$ cat src/rtl/sbp_pkg.sv
// sbp_pkg: shared types, constants and helpers for the segment bit packer
// used by sbp_cfg, sbp_engine and segment_bit_packer_core; no dependencies
package sbp_pkg;

    localparam int MAX_SEGMENT_BITS = 384;
    localparam int MIN_SEGMENT_BITS = 2;

    localparam int ZW    = 9;   // segment length width
    localparam int CBW   = 14;  // codeblock length width
    localparam int CFG_W = 14;  // widest register
    localparam int IDX_W = 2;

    // register indexes
    typedef enum logic [IDX_W-1:0] {
        REG_SEGMENT_BITS   = 2'd0,
        REG_CODEBLOCK_BITS = 2'd1,
        REG_DIRECTION      = 2'd2
    } reg_index_t;

    localparam logic DIR_GATHER  = 1'b0;
    localparam logic DIR_SCATTER = 1'b1;

    typedef struct packed {
        logic [ZW-1:0]  z;       // clamped segment length
        logic [CBW-1:0] cb;      // codeblock length
        logic           scatter;
        logic           empty;   // no whole segment fits the block
    } cfg_t;

    typedef struct packed {
        logic [7:0] data;
        logic       eos;
        logic       eob;
        logic       last;
    } res_t;

    // low k bits set, all eight for k of 8 or more
    function automatic logic [7:0] low_mask(input logic [4:0] k);
        logic [7:0] m;
        if (k >= 5'd8)
        begin
            m = 8'hFF;
        end
        else
        begin
            m = (8'h01 << k[2:0]) - 8'h01;
        end
        return m;
    endfunction

endpackage

$ cat src/rtl/sbp_cfg.sv
// sbp_cfg: configuration registers with segment length clamping
// depends on sbp_pkg
module sbp_cfg
    import sbp_pkg::*;
(
    input  logic             clk,
    input  logic             rst_n,
    input  logic             cfg_we,
    input  logic [IDX_W-1:0] cfg_index,
    input  logic [CFG_W-1:0] cfg_data,
    output cfg_t             cfg,
    output logic             clear
);

    logic [ZW-1:0]  z_reg;
    logic [ZW-1:0]  z_next;
    logic [CBW-1:0] cb_reg;
    logic [CBW-1:0] cb_next;
    logic           dir_reg;
    logic           dir_next;
    logic [ZW-1:0]  z_raw;

    always_comb
    begin
        z_raw    = cfg_data[ZW-1:0];
        z_next   = z_reg;
        cb_next  = cb_reg;
        dir_next = dir_reg;
        clear    = 1'b0;
        if (cfg_we)
        begin
            case (cfg_index)
                REG_SEGMENT_BITS:
                begin
                    if (z_raw < ZW'(MIN_SEGMENT_BITS))
                    begin
                        z_next = ZW'(MIN_SEGMENT_BITS);
                    end
                    else if (z_raw > ZW'(MAX_SEGMENT_BITS))
                    begin
                        z_next = ZW'(MAX_SEGMENT_BITS);
                    end
                    else
                    begin
                        z_next = z_raw;
                    end
                    clear = 1'b1;
                end
                REG_CODEBLOCK_BITS:
                begin
                    cb_next = cfg_data[CBW-1:0];
                    clear   = 1'b1;
                end
                REG_DIRECTION:
                begin
                    dir_next = cfg_data[0];
                    clear    = 1'b1;
                end
                default:
                begin
                    clear = 1'b0;
                end
            endcase
        end
    end

    always_ff @(posedge clk or negedge rst_n)
    begin
        if (!rst_n)
        begin
            z_reg   <= ZW'(MIN_SEGMENT_BITS);
            cb_reg  <= '0;
            dir_reg <= DIR_SCATTER;
        end
        else
        begin
            z_reg   <= z_next;
            cb_reg  <= cb_next;
            dir_reg <= dir_next;
        end
    end

    assign cfg.z       = z_reg;
    assign cfg.cb      = cb_reg;
    assign cfg.scatter = (dir_reg == DIR_SCATTER);
    assign cfg.empty   = ({{(CBW-ZW){1'b0}}, z_reg} > cb_reg);

endmodule

$ cat src/rtl/sbp_engine.sv
// sbp_engine: bit buffer and segment/block counters, one result word per cycle
// while out_free is high; depends on sbp_pkg
module sbp_engine
    import sbp_pkg::*;
(
    input  logic       clk,
    input  logic       rst_n,
    input  cfg_t       cfg,
    input  logic       clear,
    input  logic       in_valid,
    input  logic [7:0] in_byte,
    input  logic       out_free,
    output logic       consume,
    output logic       res_valid,
    output res_t       res
);

    logic [15:0]    buf_reg;
    logic [15:0]    buf_next;
    logic [4:0]     fill_reg;
    logic [4:0]     fill_next;
    logic [ZW-1:0]  sdone_reg;
    logic [ZW-1:0]  sdone_next;
    logic [CBW-1:0] bdone_reg;
    logic [CBW-1:0] bdone_next;
    logic           fin_reg;
    logic           fin_next;
    logic           pend_reg;
    logic           pend_next;
    logic [1:0]     nres_reg;
    logic [1:0]     nres_next;
    logic           end_reg;
    logic           end_next;

    // working copy after taking in the new byte
    logic [15:0]    w_buf;
    logic [4:0]     w_fill;
    logic [ZW-1:0]  w_sdone;
    logic [CBW-1:0] w_bdone;
    logic           w_end;
    // after one extraction
    logic [15:0]    n_buf;
    logic [4:0]     n_fill;
    logic [ZW-1:0]  n_sdone;
    logic [CBW-1:0] n_bdone;
    logic           n_fin;

    logic           fresh;
    logic           blocked;
    logic [ZW-1:0]  r0;
    logic [3:0]     k0;
    logic [7:0]     masked;
    logic [ZW-1:0]  sd0;
    logic [CBW:0]   bd0;
    logic [ZW-1:0]  r1;
    logic [3:0]     k1;
    logic [ZW-1:0]  sd1;
    logic [CBW:0]   bd1;
    logic [ZW-1:0]  r2;
    logic [3:0]     k2;
    logic           ok;
    logic           more;
    logic           eos;
    logic           eob;
    logic [7:0]     b;

    always_comb
    begin
        fresh   = !pend_reg && in_valid;
        blocked = fin_reg || cfg.empty;
        r0      = cfg.z - sdone_reg;
        k0      = (r0 < ZW'(8)) ? r0[3:0] : 4'd8;
        masked  = in_byte & low_mask({1'b0, k0});
        sd0     = sdone_reg + {{(ZW-4){1'b0}}, k0};
        bd0     = {1'b0, bdone_reg} + {{(CBW+1-ZW){1'b0}}, cfg.z};

        // take in the new byte
        w_buf   = buf_reg;
        w_fill  = fill_reg;
        w_sdone = sdone_reg;
        w_bdone = bdone_reg;
        w_end   = end_reg;
        if (!pend_reg)
        begin
            w_end = 1'b0;
            if (cfg.scatter)
            begin
                w_buf  = buf_reg | ({8'h00, in_byte} << fill_reg);
                w_fill = fill_reg + 5'd8;
            end
            else
            begin
                w_buf  = buf_reg | ({8'h00, masked} << fill_reg);
                w_fill = fill_reg + {1'b0, k0};
                if (sd0 >= cfg.z)
                begin
                    w_sdone = '0;
                    w_bdone = bd0[CBW-1:0];
                    w_end   = ({1'b0, bd0} + {{(CBW+2-ZW){1'b0}}, cfg.z})
                              > {2'b00, cfg.cb};
                end
                else
                begin
                    w_sdone = sd0;
                end
            end
        end

        // one extraction
        r1      = cfg.z - w_sdone;
        k1      = (r1 < ZW'(8)) ? r1[3:0] : 4'd8;
        sd1     = w_sdone + {{(ZW-4){1'b0}}, k1};
        bd1     = {1'b0, w_bdone} + {{(CBW+1-ZW){1'b0}}, cfg.z};
        n_buf   = w_buf;
        n_fill  = w_fill;
        n_sdone = w_sdone;
        n_bdone = w_bdone;
        n_fin   = fin_reg;
        eos     = 1'b0;
        eob     = 1'b0;
        b       = 8'h00;
        ok      = 1'b0;
        more    = 1'b0;
        r2      = '0;
        k2      = 4'd0;
        if (cfg.scatter)
        begin
            ok     = (w_fill >= {1'b0, k1});
            b      = w_buf[7:0] & low_mask({1'b0, k1});
            n_buf  = w_buf >> k1;
            n_fill = w_fill - {1'b0, k1};
            eos    = (sd1 >= cfg.z);
            if (eos)
            begin
                n_sdone = '0;
                n_bdone = bd1[CBW-1:0];
                eob     = ({1'b0, bd1} + {{(CBW+2-ZW){1'b0}}, cfg.z})
                          > {2'b00, cfg.cb};
            end
            else
            begin
                n_sdone = sd1;
            end
            if (eob)
            begin
                n_buf  = '0;
                n_fill = '0;
                n_fin  = 1'b1;
            end
            r2   = cfg.z - n_sdone;
            k2   = (r2 < ZW'(8)) ? r2[3:0] : 4'd8;
            more = !eob && (nres_reg != 2'd3) && (n_fill >= {1'b0, k2});
        end
        else
        begin
            if (w_fill >= 5'd8)
            begin
                ok     = 1'b1;
                b      = w_buf[7:0];
                n_buf  = w_buf >> 8;
                n_fill = w_fill - 5'd8;
                eob    = w_end && (n_fill == 5'd0);
            end
            else if (w_end && (w_fill != 5'd0))
            begin
                ok     = 1'b1;
                b      = w_buf[7:0] & low_mask(w_fill);
                n_buf  = '0;
                n_fill = '0;
                eob    = 1'b1;
            end
            more = (nres_reg != 2'd3)
                   && ((n_fill >= 5'd8) || (w_end && (n_fill != 5'd0)));
            // block end: clear once the item is spent
            if (w_end && !more)
            begin
                n_buf  = '0;
                n_fill = '0;
                n_fin  = 1'b1;
            end
        end

        // commit
        buf_next   = buf_reg;
        fill_next  = fill_reg;
        sdone_next = sdone_reg;
        bdone_next = bdone_reg;
        fin_next   = fin_reg;
        pend_next  = pend_reg;
        nres_next  = nres_reg;
        end_next   = end_reg;
        consume    = 1'b0;
        res_valid  = 1'b0;
        if (fresh && blocked)
        begin
            consume = 1'b1;
        end
        else if (pend_reg || fresh)
        begin
            if (ok)
            begin
                if (out_free)
                begin
                    res_valid  = 1'b1;
                    consume    = fresh;
                    buf_next   = n_buf;
                    fill_next  = n_fill;
                    sdone_next = n_sdone;
                    bdone_next = n_bdone;
                    fin_next   = n_fin;
                    pend_next  = more;
                    nres_next  = more ? nres_reg + 2'd1 : 2'd0;
                    end_next   = more ? w_end : 1'b0;
                end
            end
            else
            begin
                // item gives no word
                consume    = fresh;
                buf_next   = n_buf;
                fill_next  = n_fill;
                sdone_next = w_sdone;
                bdone_next = w_bdone;
                fin_next   = n_fin;
                pend_next  = 1'b0;
                nres_next  = 2'd0;
                end_next   = 1'b0;
            end
        end
        if (clear)
        begin
            buf_next   = '0;
            fill_next  = '0;
            sdone_next = '0;
            bdone_next = '0;
            fin_next   = 1'b0;
            pend_next  = 1'b0;
            nres_next  = 2'd0;
            end_next   = 1'b0;
        end
    end

    assign res.data = b;
    assign res.eos  = eos;
    assign res.eob  = eob;
    assign res.last = !more;

    always_ff @(posedge clk or negedge rst_n)
    begin
        if (!rst_n)
        begin
            buf_reg   <= '0;
            fill_reg  <= '0;
            sdone_reg <= '0;
            bdone_reg <= '0;
            fin_reg   <= 1'b0;
            pend_reg  <= 1'b0;
            nres_reg  <= 2'd0;
            end_reg   <= 1'b0;
        end
        else
        begin
            buf_reg   <= buf_next;
            fill_reg  <= fill_next;
            sdone_reg <= sdone_next;
            bdone_reg <= bdone_next;
            fin_reg   <= fin_next;
            pend_reg  <= pend_next;
            nres_reg  <= nres_next;
            end_reg   <= end_next;
        end
    end

endmodule

$ cat src/rtl/segment_bit_packer_core.sv
// segment_bit_packer_core: top level of the segment bit packer
// depends on sbp_pkg, sbp_cfg and sbp_engine
//
// converts a packed lsb-first byte stream into z-bit segments (scatter) or
// segment bytes back into a packed stream (gather)
// s_* channel takes one byte per word; m_* channel gives one byte per word,
// tlast marks the final word of the codeblock, tuser carries segment end
// and the last word caused by one input byte
// cfg_we/cfg_index/cfg_data write segment length, codeblock length and
// direction; any valid write restarts the block, index 3 is ignored
// path: a byte accepted on s_* passes the input register, then the
// result register, before its first word shows on m_*
// throughput: one word per cycle while the result slot is free; a byte
// giving several words holds the input until its last word (up to four,
// with short scatter segments); the engine's single extraction step sets
// this; after the block end, bytes are taken and dropped with no word
// reset clears the stream state and loads z = 2, codeblock 0, scatter
// a stall on m_tready holds the result register, and the input register
// fills behind it, so s_tready drops one byte later
module segment_bit_packer_core
    import sbp_pkg::*;
(
    input  logic             clk,
    input  logic             rst_n,
    input  logic             s_tvalid,
    output logic             s_tready,
    input  logic [7:0]       s_tdata,   // in_byte
    output logic             m_tvalid,
    input  logic             m_tready,
    output logic [7:0]       m_tdata,   // out_byte
    output logic             m_tlast,   // end_of_block
    output logic [1:0]       m_tuser,   // [0] end_of_segment, [1] run_last
    input  logic             cfg_we,
    input  logic [IDX_W-1:0] cfg_index,
    input  logic [CFG_W-1:0] cfg_data
);

    cfg_t       cfg;
    logic       clear;
    logic       consume;
    logic       res_valid;
    res_t       res;
    logic       out_free;

    // input register
    logic       in_full_reg;
    logic       in_full_next;
    logic [7:0] in_byte_reg;
    logic       in_take;

    // result register
    logic       out_valid_reg;
    logic       out_valid_next;
    res_t       out_reg;

    sbp_cfg u_cfg (
        .clk       (clk),
        .rst_n     (rst_n),
        .cfg_we    (cfg_we),
        .cfg_index (cfg_index),
        .cfg_data  (cfg_data),
        .cfg       (cfg),
        .clear     (clear)
    );

    sbp_engine u_engine (
        .clk       (clk),
        .rst_n     (rst_n),
        .cfg       (cfg),
        .clear     (clear),
        .in_valid  (in_full_reg),
        .in_byte   (in_byte_reg),
        .out_free  (out_free),
        .consume   (consume),
        .res_valid (res_valid),
        .res       (res)
    );

    // result slot frees when empty or taken this cycle
    assign out_free = !out_valid_reg || m_tready;

    assign s_tready     = !in_full_reg || consume;
    assign in_take      = s_tvalid && s_tready;
    assign in_full_next = (in_full_reg && !consume) || in_take;

    assign out_valid_next = res_valid || (out_valid_reg && !m_tready);

    always_ff @(posedge clk or negedge rst_n)
    begin
        if (!rst_n)
        begin
            in_full_reg   <= 1'b0;
            out_valid_reg <= 1'b0;
        end
        else
        begin
            in_full_reg   <= in_full_next;
            out_valid_reg <= out_valid_next;
        end
    end

    // payload, no reset
    always_ff @(posedge clk)
    begin
        if (in_take)
        begin
            in_byte_reg <= s_tdata;
        end
        if (res_valid)
        begin
            out_reg <= res;
        end
    end

    assign m_tvalid   = out_valid_reg;
    assign m_tdata    = out_reg.data;
    assign m_tlast    = out_reg.eob;
    assign m_tuser[0] = out_reg.eos;
    assign m_tuser[1] = out_reg.last;

endmodule

$ cat config.mk
export PLATFORM = sky130hd
export DESIGN_NAME = segment_bit_packer_core
export DESIGN_NICKNAME = d
export VERILOG_FILES = /design/src/rtl/sbp_pkg.sv /design/src/rtl/sbp_cfg.sv /design/src/rtl/sbp_engine.sv /design/src/rtl/segment_bit_packer_core.sv
export SDC_FILE = /design/constraint.sdc
export NUM_CORES = 1
export LEC_CHECK = 0
export BUFFER_PORTS_ARGS = -buffer_cell sky130_fd_sc_hd__buf_4
export CORE_ASPECT_RATIO = 1.4
export CORE_UTILIZATION = 55
export DETAILED_ROUTE_END_ITERATION = 6
export GPL_ROUTABILITY_DRIVEN = 0
export PLACE_DENSITY = 0.82
export SLEW_MARGIN = 10
export SYNTH_ARGS = -nofsm -noshare
export SYNTH_HDL_FRONTEND = slang
export SYNTH_HIERARCHICAL = 1
export SYNTH_SLANG_ARGS = --single-unit
$ cat constraint.sdc
create_clock -name clk -period 27.9 [get_ports clk]
set_input_delay 2.79 -clock clk [delete_from_list [all_inputs] [get_ports clk]]
set_output_delay 2.79 -clock clk [all_outputs]
set_load 0.005 [all_outputs]
### Word level (Yosys, flattened, before mapping)

Cells that the tools add are included.

| cells by class | value |
|---|---|
| shift-type cells | 6 |
| reductions and logical operators | 37 |
| add/sub/neg operators | 17 |
| bitwise operators | 5 |
| muxes and demuxes | 107 |
| divide/modulo/power cells | 0 |
| order comparisons | 16 |
| eq/ne operators | 5 |
| multipliers | 0 |

Operator list:

| operator | count |
|---|---|
| $mux 16 | 12 |
| $mux 14 | 10 |
| $mux 9 | 13 |
| $mux 8 | 9 |
| $mux 5 | 14 |
| $mux 1 | 40 |
| $add 15x9->16 | 2 |
| $gt 16x14->1 | 2 |
| $or 16x16->16 | 2 |
| $shl 8x5->16 | 2 |
| $add 14x9->15 | 2 |
| $lt 9x4->1 const B | 3 |
| $sub 9x9->9 | 3 |
| $and 8x8->8 | 3 |
| $shl 1x3->8 const A | 3 |
| $sub 8x1->8 const B | 3 |
| $add 9x4->9 | 2 |
| $ge 9x9->1 | 2 |
| $shr 16x4->16 | 1 |
| $gt 9x14->1 | 1 |
| $logic_and 1x1->1 | 12 |
| $mux 2 | 6 |
| $mux 4 | 3 |
| $ge 5x4->1 | 2 |
| other kinds (22) | 41 |

| storage, ports and cells | value |
|---|---|
| memories | 0 |
| bits in read-only memories | 0 |
| logic and storage cells | 211 |
| input port bits | 29 |
| RAM bits | 0 |
| register bits after elaboration | 94 |
| latch bits | 0 |

### Longest topological paths before layout

| depth | value |
|---|---|
| depth after elaboration | 27 |
| gate-level depth with buffers | 74 |

### Hierarchy

Netlist, hierarchy kept.

By module, submodules not included:

| module | area an instance (µm²) | sequential area each (µm²) | times used | cells an instance |
|---|---|---|---|---|
| sbp_engine | 10457.5 | 1226.2 | 1 | 1433 |
| sbp_cfg | 1221.2 | 603.1 | 1 | 111 |
| segment_bit_packer_core | 661.9 | 620.6 | 1 | 26 |

### Least setup slack after synthesis

OpenSTA, ideal clock, no wires.

| timing path | value |
|---|---|
| path kind | register to register |
| start | register u_cfg.z_reg[1] |
| end | register u_engine.end_reg |
| setup slack | 13.581 ns |
| library setup time | 0.085 ns |
| arrival | 14.234 ns |
| cell stages (with the launch flop) | 67 |
| buffers on the path | 3 |
| cells stage by stage | dfstp_2 > inv_1 > fa_1 > nor2b_1 > o31ai_2 > a31oi_1 > xor2_1 > or4_1 > clkbuf_1 > nor2_1 > fa_1 > nand3_1 > a2111oi_0 > xnor2_1 > inv_1 > ha_1 > and4_1 > nand3_1 > [31 not listed] > a21boi_0 > o21ai_0 > nand2b_1 > a21o_1 > a21oi_1 > xor2_1 > nand3_1 > or4b_4 > a21o_1 > ha_1 > a21oi_1 > nor2b_1 > o21ai_0 > and4b_1 > a311o_1 > a21oi_1 > nand3_1 > o21ai_0 |

| between the ends | value |
|---|---|
| longest elaborated chain between the ends | 27 |
| elaborated cells on any way between the ends | 71 |
| classes of those cells | add/sub: 12; order compare: 12; eq/ne: 2; mux: 33; reduce/logical: 12 |

RTL lines:

| what | RTL line | text |
|---|---|---|
| from (decl) | sbp_cfg.sv:15 | `logic [ZW-1:0] z_reg;` |
| from (signal assigned) | sbp_cfg.sv:71 | `z_reg <= ZW'(MIN_SEGMENT_BITS);` |
| from (signal assigned) | sbp_cfg.sv:77 | `z_reg <= z_next;` |
| $sub 9x9->9 | sbp_engine.sv:71 | `r0 = cfg.z - sdone_reg;` |
| $lt 9x4->1 | sbp_engine.sv:72 | `k0 = (r0 < ZW'(8)) ? r0[3:0] : 4'd8;` |
| $mux 4 | sbp_engine.sv:72 |  |
| $add 9x4->9 | sbp_engine.sv:74 | `sd0 = sdone_reg + {{(ZW-4){1'b0}}, k0};` |
| $ge 9x9->1 | sbp_engine.sv:95 | `if (sd0 >= cfg.z)` |
| $mux 9 | sbp_engine.sv:95 |  |
| $mux 9 | sbp_engine.sv:86 | `if (cfg.scatter)` |
| $mux 9 | sbp_engine.sv:83 | `if (!pend_reg)` |
| [11 not listed] | -- |  |
| $logic_and 1x1->1 | sbp_engine.sv:152 | `more = !eob && (nres_reg != 2'd3) && (n_fill >= {1'b0, k2});` |
| $mux 1 | sbp_engine.sv:126 | `if (cfg.scatter)` |
| $mux 1 | sbp_engine.sv:213 | `end_next = more ? w_end : 1'b0;` |
| $mux 1 | sbp_engine.sv:202 | `if (out_free)` |
| $mux 1 | sbp_engine.sv:200 | `if (ok)` |
| $mux 1 | sbp_engine.sv:198 | `else if (pend_reg \|\| fresh)` |
| $mux 1 | sbp_engine.sv:194 | `if (fresh && blocked)` |
| $mux 1 | sbp_engine.sv:230 | `if (clear)` |
| to (signal assigned) | sbp_engine.sv:270 | `end_reg <= end_next;` |
| to (decl) | sbp_engine.sv:32 | `logic end_reg;` |

Parallel ways exist; a longest one is shown, timed or not. The select of a mux whose other input is x is not followed.
A chain may end at the register's enable or synchronous reset.

### Worst setup path after layout

| timing path | value |
|---|---|
| start | register u_cfg.z_reg[1] |
| end | register u_engine.nres_reg[0] |

| between the ends | value |
|---|---|
| longest elaborated chain between the ends | 27 |
| elaborated cells on any way between the ends | 71 |
| classes of those cells | add/sub: 12; order compare: 12; eq/ne: 2; mux: 33; reduce/logical: 12 |

RTL lines:

| what | RTL line | text |
|---|---|---|
| $sub 9x9->9 | sbp_engine.sv:71 |  |
| $lt 9x4->1 | sbp_engine.sv:72 |  |
| $mux 4 | sbp_engine.sv:72 |  |
| $add 9x4->9 | sbp_engine.sv:74 |  |
| $ge 9x9->1 | sbp_engine.sv:95 |  |
| $mux 9 | sbp_engine.sv:95 |  |
| $mux 9 | sbp_engine.sv:86 |  |
| $mux 9 | sbp_engine.sv:83 |  |
| [11 not listed] | -- |  |
| $logic_and 1x1->1 | sbp_engine.sv:152 |  |
| $mux 1 | sbp_engine.sv:126 |  |
| $mux 2 | sbp_engine.sv:212 | `nres_next = more ? nres_reg + 2'd1 : 2'd0;` |
| $mux 2 | sbp_engine.sv:202 |  |
| $mux 2 | sbp_engine.sv:200 |  |
| $mux 2 | sbp_engine.sv:198 |  |
| $mux 2 | sbp_engine.sv:194 |  |
| $mux 2 | sbp_engine.sv:230 |  |
| to (signal assigned) | sbp_engine.sv:269 | `nres_reg <= nres_next;` |
| to (decl) | sbp_engine.sv:30 | `logic [1:0] nres_reg;` |

Parallel ways exist; a longest one is shown, timed or not. The select of a mux whose other input is x is not followed.

==> run_results.csv <==
group,metric,value,unit
routing,vias_per_cell,6.86,
routing,antenna_left,0,
synthesis,syn_area_per_cell,7.86,µm²
cells_and_area,diodes,0,
routing,wl,39.8,mm
routing,wl_per_cell,21.2,µm
worst_hold_path,hold_path_class,"flop to flop",
power,cellPowerDensity,133,mW/mm²
global_route,grt.overflow.total,0,
floorplan,die_x,129,µm
synthesis,ys.flop_type,"dfrtp_1",
cts,cts.root.buffer_cell,"clkbuf_16",
floorplan,ios,42,
synthesis,syn_area,0.0123,mm²
synthesis,synth_area_leaders,"dfrtp_1, ha_1, nand2_1",
cts,cts.htree.levels,3,
power,peakVddDrop,0.0992,mV
global_route,grt_pass1_wl,63.6,mm
timing,finalSetupViolCount,0,
critical_path,crit_path_end_kind,"flop",
critical_path,cp_slowest_cell,"or4_1",
cells_and_area,nNetsFinal,1752,
routing,vias,12877,
cts,clk_latency,0.37,ns
cells_and_area,postLayoutCellArea,0.0132,mm²
cells_and_area,drive_gt1_share,8.87,%
place,portBuffers,41,
routing,drt_iter0_drc,1621,
timing,fmax,59.6,MHz
floorplan,initial_core_util,56.2,%
floorplan,die_y,179,µm
cts,cts_tree,"done",
cts,numCtsBuffers,9,
place,dp_cells,1860,
critical_path,r2r-end,"u_engine/nres_reg[0]",
global_route,grtUsageMet3,7.49,%
global_route,grt_usage,35.7,%
floorplan,die-area,0.0230,mm²
timing,fin_setup_tns,0,ns
critical_path,cp_data_required_time,28.17,ns
synthesis,synthArstFlopShare,79.8,%
timing,final_hold_viol_count,0,
cts,cts_hold_buf,0,
cts,clock_path_buffers,2,
global_route,use_met1,37.5,%
critical_path,r2r_start,"u_cfg/z_reg[1]",
synthesis,synthTopCellsByCount,"nand2_1, ha_1, nor2_1",
timing,fin_crit_sh,60.1,%
global_route,antenna_found_initial,0,
synthesis,ys_warn_count,6,
place,dp_hpwl,29.7,mm
job,maxCapViolations,0,
cells_and_area,stdcell_count,1876,
global_route,grt_max_degree,76,
critical_path,arrival,17.04,ns
critical_path,path_class,"flop to flop",
worst_hold_path,hold_start,"u_engine/nres_reg[1]",
cts,clk_pin_slew_worst_paths,0.07,ns
synthesis,syn_inst,1570,
power,leakagePower,5.83,nW
synthesis,ys_ff_latch,94,
floorplan,core.rowCount,64,
cts,post_cts_resized,0,
global_route,grt_pass1_vias,12595,
run_status,status,"finished, violations left",
routing,route.detailed.drc,1,
cts,postCtsSetupBuffers,0,
cts,clock-sinks,94,
timing,rsz0062_at_grt,"no",
global_route,met2_usage,60.7,%
synthesis,synth_top_cell_by_area,"dfrtp_1",
timing,period_needed,16.77,ns
cells_and_area,area_growth,6.88,%
timing,max_slew_margin,19.7,%
critical_path,rr_worst_depth,63,
synthesis,ys_seq_area_share,19.9,%
global_route,busiest_layer,"met2",
timing,skew,0.0134,ns
critical_path,r2r_slack,11.13,ns
critical_path,slowest_delay,0.80,ns
timing,hold_ws,0.498,ns
power,power,1.75,mW
critical_path,worstSetupStartpointType,"flop",
synthesis,ys_types,94,
critical_path,critPathMaxFanout,15,
cells_and_area,largest_reg_flops,16,
worst_hold_path,min_to,"u_engine/nres_reg[1]",
run_status,violations,"DRC",
synthesis,synth-edff-count,19,
synthesis,syn-num-nets,1748,
synthesis,synth_most_common_cell,"nand2_1",
routing,dr.pass1.iters,7,
floorplan,coreArea,0.0219,mm²
worst_hold_path,hold_depth,2,
synthesis,synth_top_area_share,14.8,%
place,place_area,0.0129,mm²
timing,tightest_slew,1.19,ns
timing,slew_violations,0,
## cell type report
class,instances,area [µm²]
Fill cell,1949,8750
Timing Repair Buffer,59,443
Sequential cell,94,2450
Multi-Input combinational cell,1305,9230
Inverter,105,394
Clock buffer,10,250
Tap cell,297,372
Clock inverter,6,48.8
## power by group
part / switching [mW] / internal, mW
registers: 0.0515 / 0.189
logic: 0.845 / 0.536
clock network: 0.0634 / 0.0674
## cells by family after synthesis
family	count (synthesis)	synth area share, %
xor gates and xnor gates	92	6.53
DFF	94	19.9
and+or+nand+nor	520	20.9
AOI/OAI and AO/OA	490	26.7
muxes	53	4.78
buffers and inverters	171	5.41
adders and majority gates	150	15.9
## cells in the final DEF (no fill, tap or decap), types with 11 or more instances in the layout
cell type  Yosys  final
nand2_1      155    155
ha_1         138    138
nor2_1       132    132
a21oi_1      109    109
o21ai_0      107    107
inv_1        101    101
dfrtp_1       73     73
xnor2_1       64     64
buf_4          3     59
nor3_1        42     42
a21o_1        32     32
nand3_1       29     29
xor2_1        28     28
a31oi_1       28     27
mux2_2        27     27
nand2b_1      26     26
mux2i_1       24     24
nor2b_1       23     23
a211oi_1      23     23
o21a_1        22     22
o31ai_1       21     21
edfxtp_1      19     19
o211ai_1      16     16
and3_1        15     15
nor4_1        15     15
and2_1        13     13
a22oi_1       11     11
fa_1          11     11
## worst max-delay path, delay by kind of cell, from the launching register on
family          cells  cell delay, ns
compound gates     25            5.53
fa+ha+maj           8            2.85
flops               1            0.74
simple gates       21            5.47
xor+xnor            4            0.79
buf+inv             5            1.30
## metal layers
layer,routed length (µm),vias up
li1,-,5817
met1,13700,5949
met2,18700,792
met3,3560,319
met4,3870,0
met5,0,-
## worst max-delay path by stage
stage              startpoint                    to  slack, ns
6_report       u_cfg/z_reg[1]  u_engine/nres_reg[0]      11.13
3_3_place_gp   u_cfg/z_reg[1]  u_engine/nres_reg[0]      12.18
4_1_cts        u_cfg/z_reg[1]  u_engine/nres_reg[0]      11.36
3_5_place_dp   u_cfg/z_reg[1]  u_engine/nres_reg[0]      11.50
5_1_grt        u_cfg/z_reg[1]  u_engine/nres_reg[0]       9.94
2_1_floorplan  u_cfg/z_reg[1]      u_engine/end_reg      13.58
## metrics by stage
stage / worst slack [ns] / util, %
after floorplan: 13.58 / -
after global placement: 12.18 / 58.8
after detailed placement: 11.50 / 58.8
after CTS: 11.36 / 60.1
after global routing: 9.94 / 60.1
final: 11.13 / 60.1
(Power assumes the default switching activity.)
